<file path="config.mk">
export PLATFORM = sky130hd
export DESIGN_NAME = telemetry_frame_deframer_top
export DESIGN_NICKNAME = d
export VERILOG_FILES = /design/src/rtl/tfd_pkg.sv /design/src/rtl/tfd_front.sv /design/src/rtl/tfd_queue.sv /design/src/rtl/tfd_back.sv /design/src/rtl/telemetry_frame_deframer_top.sv
export VERILOG_INCLUDE_DIRS = /design/src /design/src/rtl
export SDC_FILE = /design/constraint.sdc
export NUM_CORES = 1
export LEC_CHECK = 0
export BUFFER_PORTS_ARGS = -buffer_cell sky130_fd_sc_hd__clkbuf_2
export CORE_UTILIZATION = 56
export CTS_BUF_LIST = sky130_fd_sc_hd__clkbuf_16
export CTS_CLUSTER_SIZE = 25
export DETAILED_ROUTE_END_ITERATION = 16
export PLACE_DENSITY = 0.76
export SETUP_SLACK_MARGIN = 0.4
export SYNTH_ARGS = -nofsm -noshare
export SYNTH_HDL_FRONTEND = slang
export SYNTH_SLANG_ARGS = --single-unit
</file>
<file path="constraint.sdc">
create_clock -name clk_i -period 4.48 [get_ports clk_i]
set_input_delay 0.448 -clock clk_i [delete_from_list [all_inputs] [get_ports clk_i]]
set_output_delay 0.448 -clock clk_i [all_outputs]
set_load 0.01 [all_outputs]
</file>
<file path="src/rtl/telemetry_frame_deframer_top_defines.svh">
// Assertion macros shared by the telemetry frame deframer modules.
`ifndef TELEMETRY_FRAME_DEFRAMER_TOP_DEFINES_SVH
`define TELEMETRY_FRAME_DEFRAMER_TOP_DEFINES_SVH

// Checked on every clock edge outside reset.
`define TFD_ASSERT(lbl, prop) \
  lbl: assert property (@(posedge clk_i) disable iff (!rst_ni) prop) \
    else $error("tfd assertion failed");

// Checked on every clock edge, reset included.
`define TFD_ASSERT_ALWAYS(lbl, prop) \
  lbl: assert property (@(posedge clk_i) prop) \
    else $error("tfd assertion failed");

`endif

</file>
<file path="src/rtl/tfd_pkg.sv">
// Types, constants and helpers for the telemetry frame deframer.
package tfd_pkg;

  localparam int unsigned MaxFrameBytes = 256;
  localparam int unsigned CntW          = $clog2(MaxFrameBytes + 1);
  localparam int unsigned LenW          = 11;
  localparam int unsigned HeaderBytes   = 8;
  localparam int unsigned CrcBytes      = 2;
  localparam int unsigned QDepth        = 4;
  localparam int unsigned QPtrW         = $clog2(QDepth);
  localparam int unsigned QCntW         = $clog2(QDepth + 1);

  localparam logic [7:0] SyncA      = 8'hEB;
  localparam logic [7:0] SyncB      = 8'h90;
  localparam logic [3:0] MeterNib   = 4'h6;
  localparam logic [3:0] AnalogMax  = 4'h3;

  typedef enum logic {
    CMD_BYTE    = 1'b0,
    CMD_TIMEOUT = 1'b1
  } tfd_cmd_e;

  typedef enum logic [1:0] {
    EV_POINT = 2'd0,
    EV_DONE  = 2'd1,
    EV_ABORT = 2'd2
  } tfd_event_e;

  typedef enum logic [1:0] {
    KIND_ANALOG = 2'd0,
    KIND_STATUS = 2'd1,
    KIND_METER  = 2'd2
  } tfd_kind_e;

  typedef struct packed {
    logic       cmd;
    logic [7:0] rx_byte;
  } tfd_in_t;

  typedef struct packed {
    logic [1:0]         event_res;
    logic [1:0]         kind;
    logic [6:0]         point_index;
    logic signed [31:0] value;
    logic [4:0]         station;
    logic [7:0]         function_code;
    logic               last;
  } tfd_out_t;

  // One queued unit of work: up to eight points followed by an optional
  // frame-complete or abort result.
  typedef struct packed {
    tfd_kind_e   kind;
    logic [4:0]  station;
    logic [7:0]  function_code;
    logic [3:0]  npts;
    logic [6:0]  base_index;
    logic [31:0] value;
    logic        has_term;
    tfd_event_e  term_ev;
  } tfd_job_t;

  function automatic tfd_kind_e frame_kind(input logic [7:0] fn);
    tfd_kind_e k;
    if (fn[7:4] == MeterNib) begin
      k = KIND_METER;
    end else if (fn[3:0] <= AnalogMax) begin
      k = KIND_ANALOG;
    end else begin
      k = KIND_STATUS;
    end
    return k;
  endfunction

endpackage

</file>
<file path="src/rtl/tfd_front.sv">
// Front end: sync hunt, header parse and payload byte classification.
`include "telemetry_frame_deframer_top_defines.svh"

module tfd_front (
  input  logic             clk_i,
  input  logic             rst_ni,
  input  logic             in_valid_i,
  output logic             in_stall_o,
  input  tfd_pkg::tfd_in_t in_item_i,
  output logic             push_o,
  input  logic             q_full_i,
  output tfd_pkg::tfd_job_t job_o
);

  logic                     accept;
  logic [2:0]               pos_q, pos_d;
  logic                     coll_q, coll_d;
  logic [tfd_pkg::CntW-1:0] p_q, p_d;
  logic [tfd_pkg::CntW-1:0] dlen_q, dlen_d;
  logic [7:0]               fn_q, fn_d;
  logic [6:0]               info_q, info_d;
  logic [4:0]               stn_q, stn_d;
  logic [23:0]              asm_q, asm_d;
  logic [6:0]               pc_q, pc_d;

  tfd_pkg::tfd_kind_e       kind;
  logic [7:0]               b;
  logic [7:0]               want;
  logic [tfd_pkg::LenW-1:0] new_dlen;
  logic [tfd_pkg::LenW-1:0] total;
  logic [6:0]               new_info;
  logic [15:0]              raw16;
  logic [6:0]               base8;
  logic [6:0]               rem;
  logic [tfd_pkg::CntW:0]   p_next;
  logic [tfd_pkg::CntW:0]   end_cnt;

  assign in_stall_o = q_full_i;
  assign accept     = in_valid_i && !in_stall_o;
  assign kind       = tfd_pkg::frame_kind(fn_q);
  assign b          = in_item_i.rx_byte;
  assign want       = pos_q[0] ? tfd_pkg::SyncB : tfd_pkg::SyncA;
  assign new_info   = b[6:0];
  assign raw16      = {b, asm_q[7:0]};
  assign base8      = {p_q[3:0], 3'b000};
  assign rem        = info_q - base8;
  assign p_next     = {1'b0, p_q} + 1'b1;
  assign end_cnt    = {1'b0, dlen_q} + (tfd_pkg::CntW + 1)'(tfd_pkg::CrcBytes);

  always_comb begin
    unique case (tfd_pkg::frame_kind(fn_q))
      tfd_pkg::KIND_METER:  new_dlen = {2'b00, new_info, 2'b00};
      tfd_pkg::KIND_ANALOG: new_dlen = {3'b000, new_info, 1'b0};
      default:              new_dlen = tfd_pkg::LenW'(({1'b0, new_info} + 8'd7) >> 3);
    endcase
    total = new_dlen + tfd_pkg::LenW'(tfd_pkg::HeaderBytes + tfd_pkg::CrcBytes);
  end

  always_comb begin
    pos_d  = pos_q;
    coll_d = coll_q;
    p_d    = p_q;
    dlen_d = dlen_q;
    fn_d   = fn_q;
    info_d = info_q;
    stn_d  = stn_q;
    asm_d  = asm_q;
    pc_d   = pc_q;
    push_o = 1'b0;

    job_o.kind          = kind;
    job_o.station       = stn_q;
    job_o.function_code = fn_q;
    job_o.npts          = 4'd0;
    job_o.base_index    = pc_q;
    job_o.value         = 32'd0;
    job_o.has_term      = 1'b0;
    job_o.term_ev       = tfd_pkg::EV_DONE;

    if (accept) begin
      if (in_item_i.cmd == tfd_pkg::CMD_TIMEOUT) begin
        if (coll_q) begin
          push_o         = 1'b1;
          job_o.has_term = 1'b1;
          job_o.term_ev  = tfd_pkg::EV_ABORT;
          pos_d          = 3'd0;
          coll_d         = 1'b0;
          p_d            = '0;
          asm_d          = 24'd0;
          pc_d           = 7'd0;
        end
      end else if (!coll_q) begin
        if (pos_q < 3'd6) begin
          if (b == want) begin
            pos_d = pos_q + 3'd1;
          end else if (pos_q[0] && b == tfd_pkg::SyncA) begin
            pos_d = 3'd1;
          end else begin
            pos_d = 3'd0;
          end
        end else if (pos_q == 3'd6) begin
          fn_d  = b;
          pos_d = 3'd7;
        end else begin
          info_d = new_info;
          stn_d  = b[7] ? b[7:3] : 5'd1;
          pos_d  = 3'd0;
          asm_d  = 24'd0;
          pc_d   = 7'd0;
          p_d    = '0;
          // Oversize frames are dropped and the hunt starts over.
          if (total <= tfd_pkg::LenW'(tfd_pkg::MaxFrameBytes)) begin
            coll_d = 1'b1;
            dlen_d = new_dlen[tfd_pkg::CntW-1:0];
          end
        end
      end else begin
        p_d = p_next[tfd_pkg::CntW-1:0];
        if (p_q < dlen_q) begin
          unique case (kind)
            tfd_pkg::KIND_ANALOG: begin
              if (!p_q[0]) begin
                asm_d = {16'd0, b};
              end else begin
                push_o      = 1'b1;
                job_o.npts  = 4'd1;
                job_o.value = {{16{raw16[15]}}, raw16};
                pc_d        = pc_q + 7'd1;
              end
            end
            tfd_pkg::KIND_METER: begin
              unique case (p_q[1:0])
                2'd0: asm_d = {16'd0, b};
                2'd1: asm_d[15:8] = b;
                2'd2: asm_d[23:16] = b;
                default: begin
                  push_o      = 1'b1;
                  job_o.npts  = 4'd1;
                  job_o.value = {b, asm_q};
                  pc_d        = pc_q + 7'd1;
                end
              endcase
            end
            default: begin
              // Status bytes never reach past 16 payload bytes.
              push_o           = 1'b1;
              job_o.npts       = (rem >= 7'd8) ? 4'd8 : rem[3:0];
              job_o.base_index = base8;
              job_o.value      = {24'd0, b};
              pc_d             = pc_q + 7'd8;
            end
          endcase
        end
        if (p_next == end_cnt) begin
          push_o         = 1'b1;
          job_o.has_term = 1'b1;
          job_o.term_ev  = tfd_pkg::EV_DONE;
          pos_d          = 3'd0;
          coll_d         = 1'b0;
          p_d            = '0;
          asm_d          = 24'd0;
          pc_d           = 7'd0;
        end
      end
    end
  end

  always_ff @(posedge clk_i or negedge rst_ni) begin
    if (!rst_ni) begin
      pos_q  <= 3'd0;
      coll_q <= 1'b0;
      p_q    <= '0;
      dlen_q <= '0;
      fn_q   <= 8'd0;
      info_q <= 7'd0;
      stn_q  <= 5'd1;
      asm_q  <= 24'd0;
      pc_q   <= 7'd0;
    end else begin
      pos_q  <= pos_d;
      coll_q <= coll_d;
      p_q    <= p_d;
      dlen_q <= dlen_d;
      fn_q   <= fn_d;
      info_q <= info_d;
      stn_q  <= stn_d;
      asm_q  <= asm_d;
      pc_q   <= pc_d;
    end
  end

  `TFD_ASSERT(a_push_has_work, push_o |-> (job_o.npts != 4'd0 || job_o.has_term))
  `TFD_ASSERT(a_hunt_pos_clear, !coll_q |-> (p_q == '0))
  `TFD_ASSERT(a_coll_within_frame, coll_q |-> (p_q <= dlen_q + tfd_pkg::CntW'(1)))

endmodule

</file>
<file path="src/rtl/tfd_queue.sv">
// Short job queue between the front end and the result expander.
`include "telemetry_frame_deframer_top_defines.svh"

module tfd_queue (
  input  logic              clk_i,
  input  logic              rst_ni,
  input  logic              push_i,
  input  tfd_pkg::tfd_job_t push_job_i,
  output logic              full_o,
  input  logic              pop_i,
  output logic              head_valid_o,
  output tfd_pkg::tfd_job_t head_job_o
);

  tfd_pkg::tfd_job_t         mem_q [tfd_pkg::QDepth];
  logic [tfd_pkg::QPtrW-1:0] wr_q, wr_d;
  logic [tfd_pkg::QPtrW-1:0] rd_q, rd_d;
  logic [tfd_pkg::QCntW-1:0] cnt_q, cnt_d;

  assign full_o       = (cnt_q == tfd_pkg::QCntW'(tfd_pkg::QDepth));
  assign head_valid_o = (cnt_q != '0);
  assign head_job_o   = mem_q[rd_q];

  always_comb begin
    wr_d  = push_i ? wr_q + 1'b1 : wr_q;
    rd_d  = pop_i ? rd_q + 1'b1 : rd_q;
    cnt_d = cnt_q;
    if (push_i && !pop_i) begin
      cnt_d = cnt_q + 1'b1;
    end else if (pop_i && !push_i) begin
      cnt_d = cnt_q - 1'b1;
    end
  end

  always_ff @(posedge clk_i) begin
    if (push_i) begin
      mem_q[wr_q] <= push_job_i;
    end
  end

  always_ff @(posedge clk_i or negedge rst_ni) begin
    if (!rst_ni) begin
      wr_q  <= '0;
      rd_q  <= '0;
      cnt_q <= '0;
    end else begin
      wr_q  <= wr_d;
      rd_q  <= rd_d;
      cnt_q <= cnt_d;
    end
  end

  `TFD_ASSERT(a_no_overflow, !(push_i && full_o))
  `TFD_ASSERT(a_no_underflow, pop_i |-> head_valid_o)
  `TFD_ASSERT(a_cnt_in_range, cnt_q <= tfd_pkg::QCntW'(tfd_pkg::QDepth))

endmodule

</file>
<file path="src/rtl/tfd_back.sv">
// Back end: expands queued jobs into result items through an output register.
`include "telemetry_frame_deframer_top_defines.svh"

module tfd_back (
  input  logic              clk_i,
  input  logic              rst_ni,
  input  logic              head_valid_i,
  input  tfd_pkg::tfd_job_t head_job_i,
  output logic              pop_o,
  output logic              out_valid_o,
  input  logic              out_stall_i,
  output tfd_pkg::tfd_out_t out_item_o
);

  logic                 out_valid_q, out_valid_d;
  tfd_pkg::tfd_out_t    out_q, res;
  logic [3:0]           step_q, step_d;
  logic [3:0]           total;
  logic                 last_step;
  logic                 load;
  logic                 is_point;

  assign total     = head_job_i.npts + {3'b000, head_job_i.has_term};
  assign last_step = (step_q + 4'd1 == total);
  assign load      = head_valid_i && (!out_valid_q || !out_stall_i);
  assign pop_o     = load && last_step;
  assign is_point  = (step_q < head_job_i.npts);

  always_comb begin
    res.kind          = head_job_i.kind;
    res.station       = head_job_i.station;
    res.function_code = head_job_i.function_code;
    res.last          = last_step;
    if (is_point) begin
      res.event_res   = tfd_pkg::EV_POINT;
      res.point_index = head_job_i.base_index + {3'b000, step_q};
      if (head_job_i.kind == tfd_pkg::KIND_STATUS) begin
        res.value = {31'd0, head_job_i.value[step_q[2:0]]};
      end else begin
        res.value = head_job_i.value;
      end
    end else begin
      res.event_res   = head_job_i.term_ev;
      res.point_index = 7'd0;
      res.value       = 32'sd0;
    end
  end

  always_comb begin
    step_d      = step_q;
    out_valid_d = out_valid_q;
    if (load) begin
      step_d      = last_step ? 4'd0 : step_q + 4'd1;
      out_valid_d = 1'b1;
    end else if (!out_stall_i) begin
      out_valid_d = 1'b0;
    end
  end

  always_ff @(posedge clk_i) begin
    if (load) begin
      out_q <= res;
    end
  end

  always_ff @(posedge clk_i or negedge rst_ni) begin
    if (!rst_ni) begin
      out_valid_q <= 1'b0;
      step_q      <= 4'd0;
    end else begin
      out_valid_q <= out_valid_d;
      step_q      <= step_d;
    end
  end

  assign out_valid_o = out_valid_q;
  assign out_item_o  = out_q;

  `TFD_ASSERT(a_abort_is_last,
    (out_valid_o && out_item_o.event_res == tfd_pkg::EV_ABORT) |-> out_item_o.last)
  `TFD_ASSERT_ALWAYS(a_step_idle, (!head_valid_i && rst_ni) |-> (step_q == 4'd0))
  `TFD_ASSERT(a_out_hold, (out_valid_o && out_stall_i) |=> (out_valid_o && $stable(out_item_o)))

endmodule

</file>
<file path="src/rtl/telemetry_frame_deframer_top.sv">
// Top level of the telemetry frame deframer.
// Accepts one received byte or timeout item per cycle while the four-entry
// job queue has room; the front end parses the sync header and payload in
// that same cycle. Results leave through a registered output stage, one per
// cycle while the output is not stalled: a payload byte that completes an
// analog or meter point yields one result, a status byte yields up to eight
// (one per bit), and the last CRC byte or a timeout inside a frame yields one
// frame-complete or abort result, so sustained throughput is set by the
// result expander. Frames whose length exceeds 256 bytes are dropped
// silently, and the CRC is counted but not checked.
module telemetry_frame_deframer_top (
  input  logic              clk_i,
  input  logic              rst_ni,
  input  logic              in_valid_i,
  output logic              in_stall_o,
  input  tfd_pkg::tfd_in_t  in_item_i,
  output logic              out_valid_o,
  input  logic              out_stall_i,
  output tfd_pkg::tfd_out_t out_item_o
);

  logic              push;
  logic              q_full;
  logic              pop;
  logic              head_valid;
  tfd_pkg::tfd_job_t push_job;
  tfd_pkg::tfd_job_t head_job;

  tfd_front u_front (
    .clk_i      (clk_i),
    .rst_ni     (rst_ni),
    .in_valid_i (in_valid_i),
    .in_stall_o (in_stall_o),
    .in_item_i  (in_item_i),
    .push_o     (push),
    .q_full_i   (q_full),
    .job_o      (push_job)
  );

  tfd_queue u_queue (
    .clk_i        (clk_i),
    .rst_ni       (rst_ni),
    .push_i       (push),
    .push_job_i   (push_job),
    .full_o       (q_full),
    .pop_i        (pop),
    .head_valid_o (head_valid),
    .head_job_o   (head_job)
  );

  tfd_back u_back (
    .clk_i        (clk_i),
    .rst_ni       (rst_ni),
    .head_valid_i (head_valid),
    .head_job_i   (head_job),
    .pop_o        (pop),
    .out_valid_o  (out_valid_o),
    .out_stall_i  (out_stall_i),
    .out_item_o   (out_item_o)
  );

endmodule

</file>
==> results by group <==
Run status
  – Status: finished, final reports clean

STA
  – Final period utilization: 83.57%
  – Worst hold margin: around 0.16 ns
  – Setup violations, final: 0
  – Max Fclk: 267.1 MHz
  – RSZ-0062 raised after global routing: no
  – Pins over their slew limit: 0
  – Count of final hold-check violations: 0
  – Setup Skew: 0.01882 ns
  – Final TNS setup: 0 ns
  – Final min period: 3.744 ns
  – Slew of the pin with the lowest slew margin: 0.8599 ns
  – Worst slew margin: 42.14%

Worst setup path
  – Crit. Startpoint: u_queue.rd_q[0]$_DFFE_PN0P_
  – Critical path launch point type: register
  – Crit end category: register
  – Crit Path Class: register to register
  – R2r startpoint: u_queue.rd_q[0]$_DFFE_PN0P_
  – Cell family with most CP delay: adder cells
  – CP required: about 5 ns
  – CP max-delay cell: mux4_2
  – CP max FO: 6
  – Cells along the critical path: mux4_2, ha_1, ha_1, xnor2_1, xnor2_1, nor3_1, a31oi_1, nor3_2, buf_4, and2_1, inv_1, ha_1, inv_1, fa_1, xor2_1, nor2_1, xor2_1
  – Cell mode on critical path: ha_1
  – Worst Path Buf+Inv: 3
  – Largest stage delay on the critical path: 0.52 ns
  – Crit path DAT: 4.17 ns

Power
  – Seq pwr share: 54.7%
  – Combinational share of power: under 10%
  – Leak: 0.006678 µW
  – PD cells: roughly 370 nW/µm²
  – Peak supply drop: 0.2387 mV
  – Switching power: 1385 µW
  – Clock power frac: 44.0%
  – P_int: 5610 µW
  – Sw frac: 19.80%

Hold path
  – Hold path startpoint: out_stall_i
  – Hold Path Class: primary input to register

Yosys
  – #FFs+latches synth: 386
  – Yosys cell types: between 60 and 70
  – Predominant post-synthesis flop cell: edfxtp_1
  – Cell taking the most area after synthesis: edfxtp_1
  – Synth Warn #: 0
  – Syn_nets: 1133
  – Post-Syn Area: 16670 µm²
  – Syn Area/Cell: 15.45 µm²
  – EDFF count, synth: approximately 300
  – Syn Inst Count: 1079
  – Yosys top cell area share: 54.21%
  – Register area share after synthesis: between 60% and 70%
  – Ranking of synthesized cells by area: edfxtp_1, dfrtp_1, mux4_2, ha_1, nand2_1
  – FFs w/ async S/R, synth: around 22%

Die
  – Core area: 29010 µm²
  – Standard-cell rows: 62
  – Die area: 30470 µm²
  – Initial Utilization: 57.47%
  – Die Y: 174.5 µm
  – Die Span X: 174.5 µm
  – # IOs: 72

CTS
  – Worst skew pair latency: 0.53 ns
  – Clock Path Buffers: 3
  – CTS tree: yes
  – Clk root buf: clkbuf_16
  – CTS Buf Count: 39
  – Htree depth: 2
  – CTS Sinks: 386
  – Clock Pin Slew Worst Setup and Hold Paths: 0.06 ns

Job
  – Max cap viols: 0

Finish
  – Number of diodes: 0
  – Layout cells sized above 1: 22.56%
  – Filler cells: between 2000 and 2500
  – Commonest non-fill, non-tap cell in the layout: edfxtp_1
  – Area grow syn2layout: 12.93%
  – Layout Nets: 1220
  – Commonest cells after routing, fill and taps aside: edfxtp_1, dfrtp_1, nand2_1

GRT
  – Initial antenna violation count: 0
  – Global-route wire length before repair: 55220 µm
  – Pin count of the biggest net entering global routing: just over 60
  – Overflow after GRT: 0
  – All-Layer GR Usage: roughly a quarter
  – Number of global-route vias before repair: 9718

Placed design
  – RD Place Congestion: 0.8493
  – DP HPWL: 21870 µm
  – Port bufs: 71

Routing
  – Remaining DRCs: 0
  – DR pass1 iterations: 5
  – Starting DRT DRC Count: 913
  – Vias/cell: 6.077
  – Via count: 9607
  – Drt wl/cell: about 22 µm
  – Antenna Nets Post-Route: 0
  – Final WL: 34720 µm
==> synthesized netlist by cell type (all sizes together) (3+ instances only) <==
cell type,n
mux2i,7
a32o,8
or2,6
a31oi,4
a22oi,15
o21ai,41
a22o,17
a21o,12
a211oi,3
o31ai,6
dfrtp,84
and3,6
nand2b,3
mux4,63
nor2,43
nor4,7
nor3b,4
o22ai,3
mux2,24
nand2,78
edfxtp,301
and2,17
nor2b,42
a21oi,35
buf,16
xor2,14
fa,3
ha,38
or3,4
inv,34
nor3,27
xnor2,20
nand3,19
o41ai,3
clkbuf,43
==> metrics by stage <==
step / util (%) / power [µW] / cell area (µm²) / instances / setup slack (ns)
2_1_floorplan: - / 3939 / 16690 / 1079 / 0.3877
3_3_place_gp: 60.50 / 3985 / 17550 / 1503 / 0.5587
3_5_place_dp: 60.50 / 3986 / 17550 / 1503 / 0.4257
4_1_cts: 64.79 / 7038 / 18800 / 1577 / 0.5477
5_1_grt: 64.90 / 7179 / 18830 / 1581 / 0.4475
6_report: 64.90 / 6995 / 18830 / 1581 / 0.7361
==> state kept, by name, summed over array words and instances (netlist names) <==
register and cells:
u_front.fn_q 8, u_back.out_valid_o 1, u_queue.rd_q 2, u_front.pos_q 3, u_queue.wr_q 2, u_front.info_q 7
u_front.p_q 9, u_back.step_q 4, u_front.pc_q 7, u_queue.cnt_q 3, u_back.out_item_o 57, u_front.asm_q 24
u_queue.mem_q 244, u_front.stn_q 5, u_front.coll_q 1, u_front.dlen_q 9
==> worst reg2reg max path, stage by stage (launching register included) <==
cell and delay [ns]:
dfrtp_4 0.45, mux4_2 0.52, ha_1 0.23, ha_1 0.19, xnor2_1 0.20, xnor2_1 0.17, nor3_1 0.07, a31oi_1 0.17
nor3_2 0.07, buf_4 0.15, and2_1 0.21, inv_1 0.09, ha_1 0.18, inv_1 0.07, fa_1 0.43, xor2_1 0.17
nor2_1 0.11, xor2_1 0.18
==> power by group through the flow <==
stage	clock, µW	combinational [µW]	sequential [µW]
floorplan	0	43.0	3900
global placement	0	87.2	3900
detailed placement	0	88.6	3900
CTS	3130	89.8	3820
global route	3260	99.7	3820
finish	3080	90.5	3820
==> cells by family after synthesis <==
logic type / synth area share [%]
mux: 10.55
flops: 66.98
xor+xnor: 2.199
fa+ha+maj: 3.212
compound gates: 6.574
simple gates: 8.278
buf+inv: 2.206
==> layer usage <==
metal / up-vias / wire length (µm) / GRT usage [%]
met5: - / 0 / 0
met4: 0 / 925 / 7.754
met3: 57 / 2163 / 4.068
met2: 364 / 16730 / 37.57
met1: 4895 / 14900 / 33.72
li1: 4291 / - / -
==> timing repair <==
action / in CTS / in global routing
endpoints found under the hold margin: 44 / 0
endpoints found under the setup margin: 1 / 1
hold buffers: 1 / 0
gates resized for setup: 0 / 1
setup buffers: 1 / 4
gates cloned: 0 / 0
==> final cells by class <==
class	instances	area, µm²	area share, %
inverters	34	127.6	0.6778
clock inverters	33	242.7	1.289
well taps	384	480.5	2.552
repair buffers	105	685.7	3.642
multi-input cells	600	5142	27.31
flip-flops and latches	386	11170	59.34
clock buffers	39	975.9	5.183
==> final timing paths <==
| check | cells after the start | to | slack (ns) |
|---|---|---|---|
| max | 17 | u_queue.cnt_q[2]$_DFFE_PN0P_ | 0.74 |
| min | 3 | u_back.out_valid_o$_DFFE_PN0P_ | 0.16 |
| min in group asynchronous | 2 | u_front.p_q[6]$_DFFE_PN0P_ | 0.50 |
| min reg2reg | 1 | u_front.asm_q[18]$_DFFE_PN0P_ | 0.50 |
| max in group asynchronous | 3 | u_front.p_q[0]$_DFFE_PN0P_ | 3.00 |
| max reg2reg | 17 | u_queue.cnt_q[2]$_DFFE_PN0P_ | 0.74 |
Note: power is estimated with default switching activity, not from simulation.
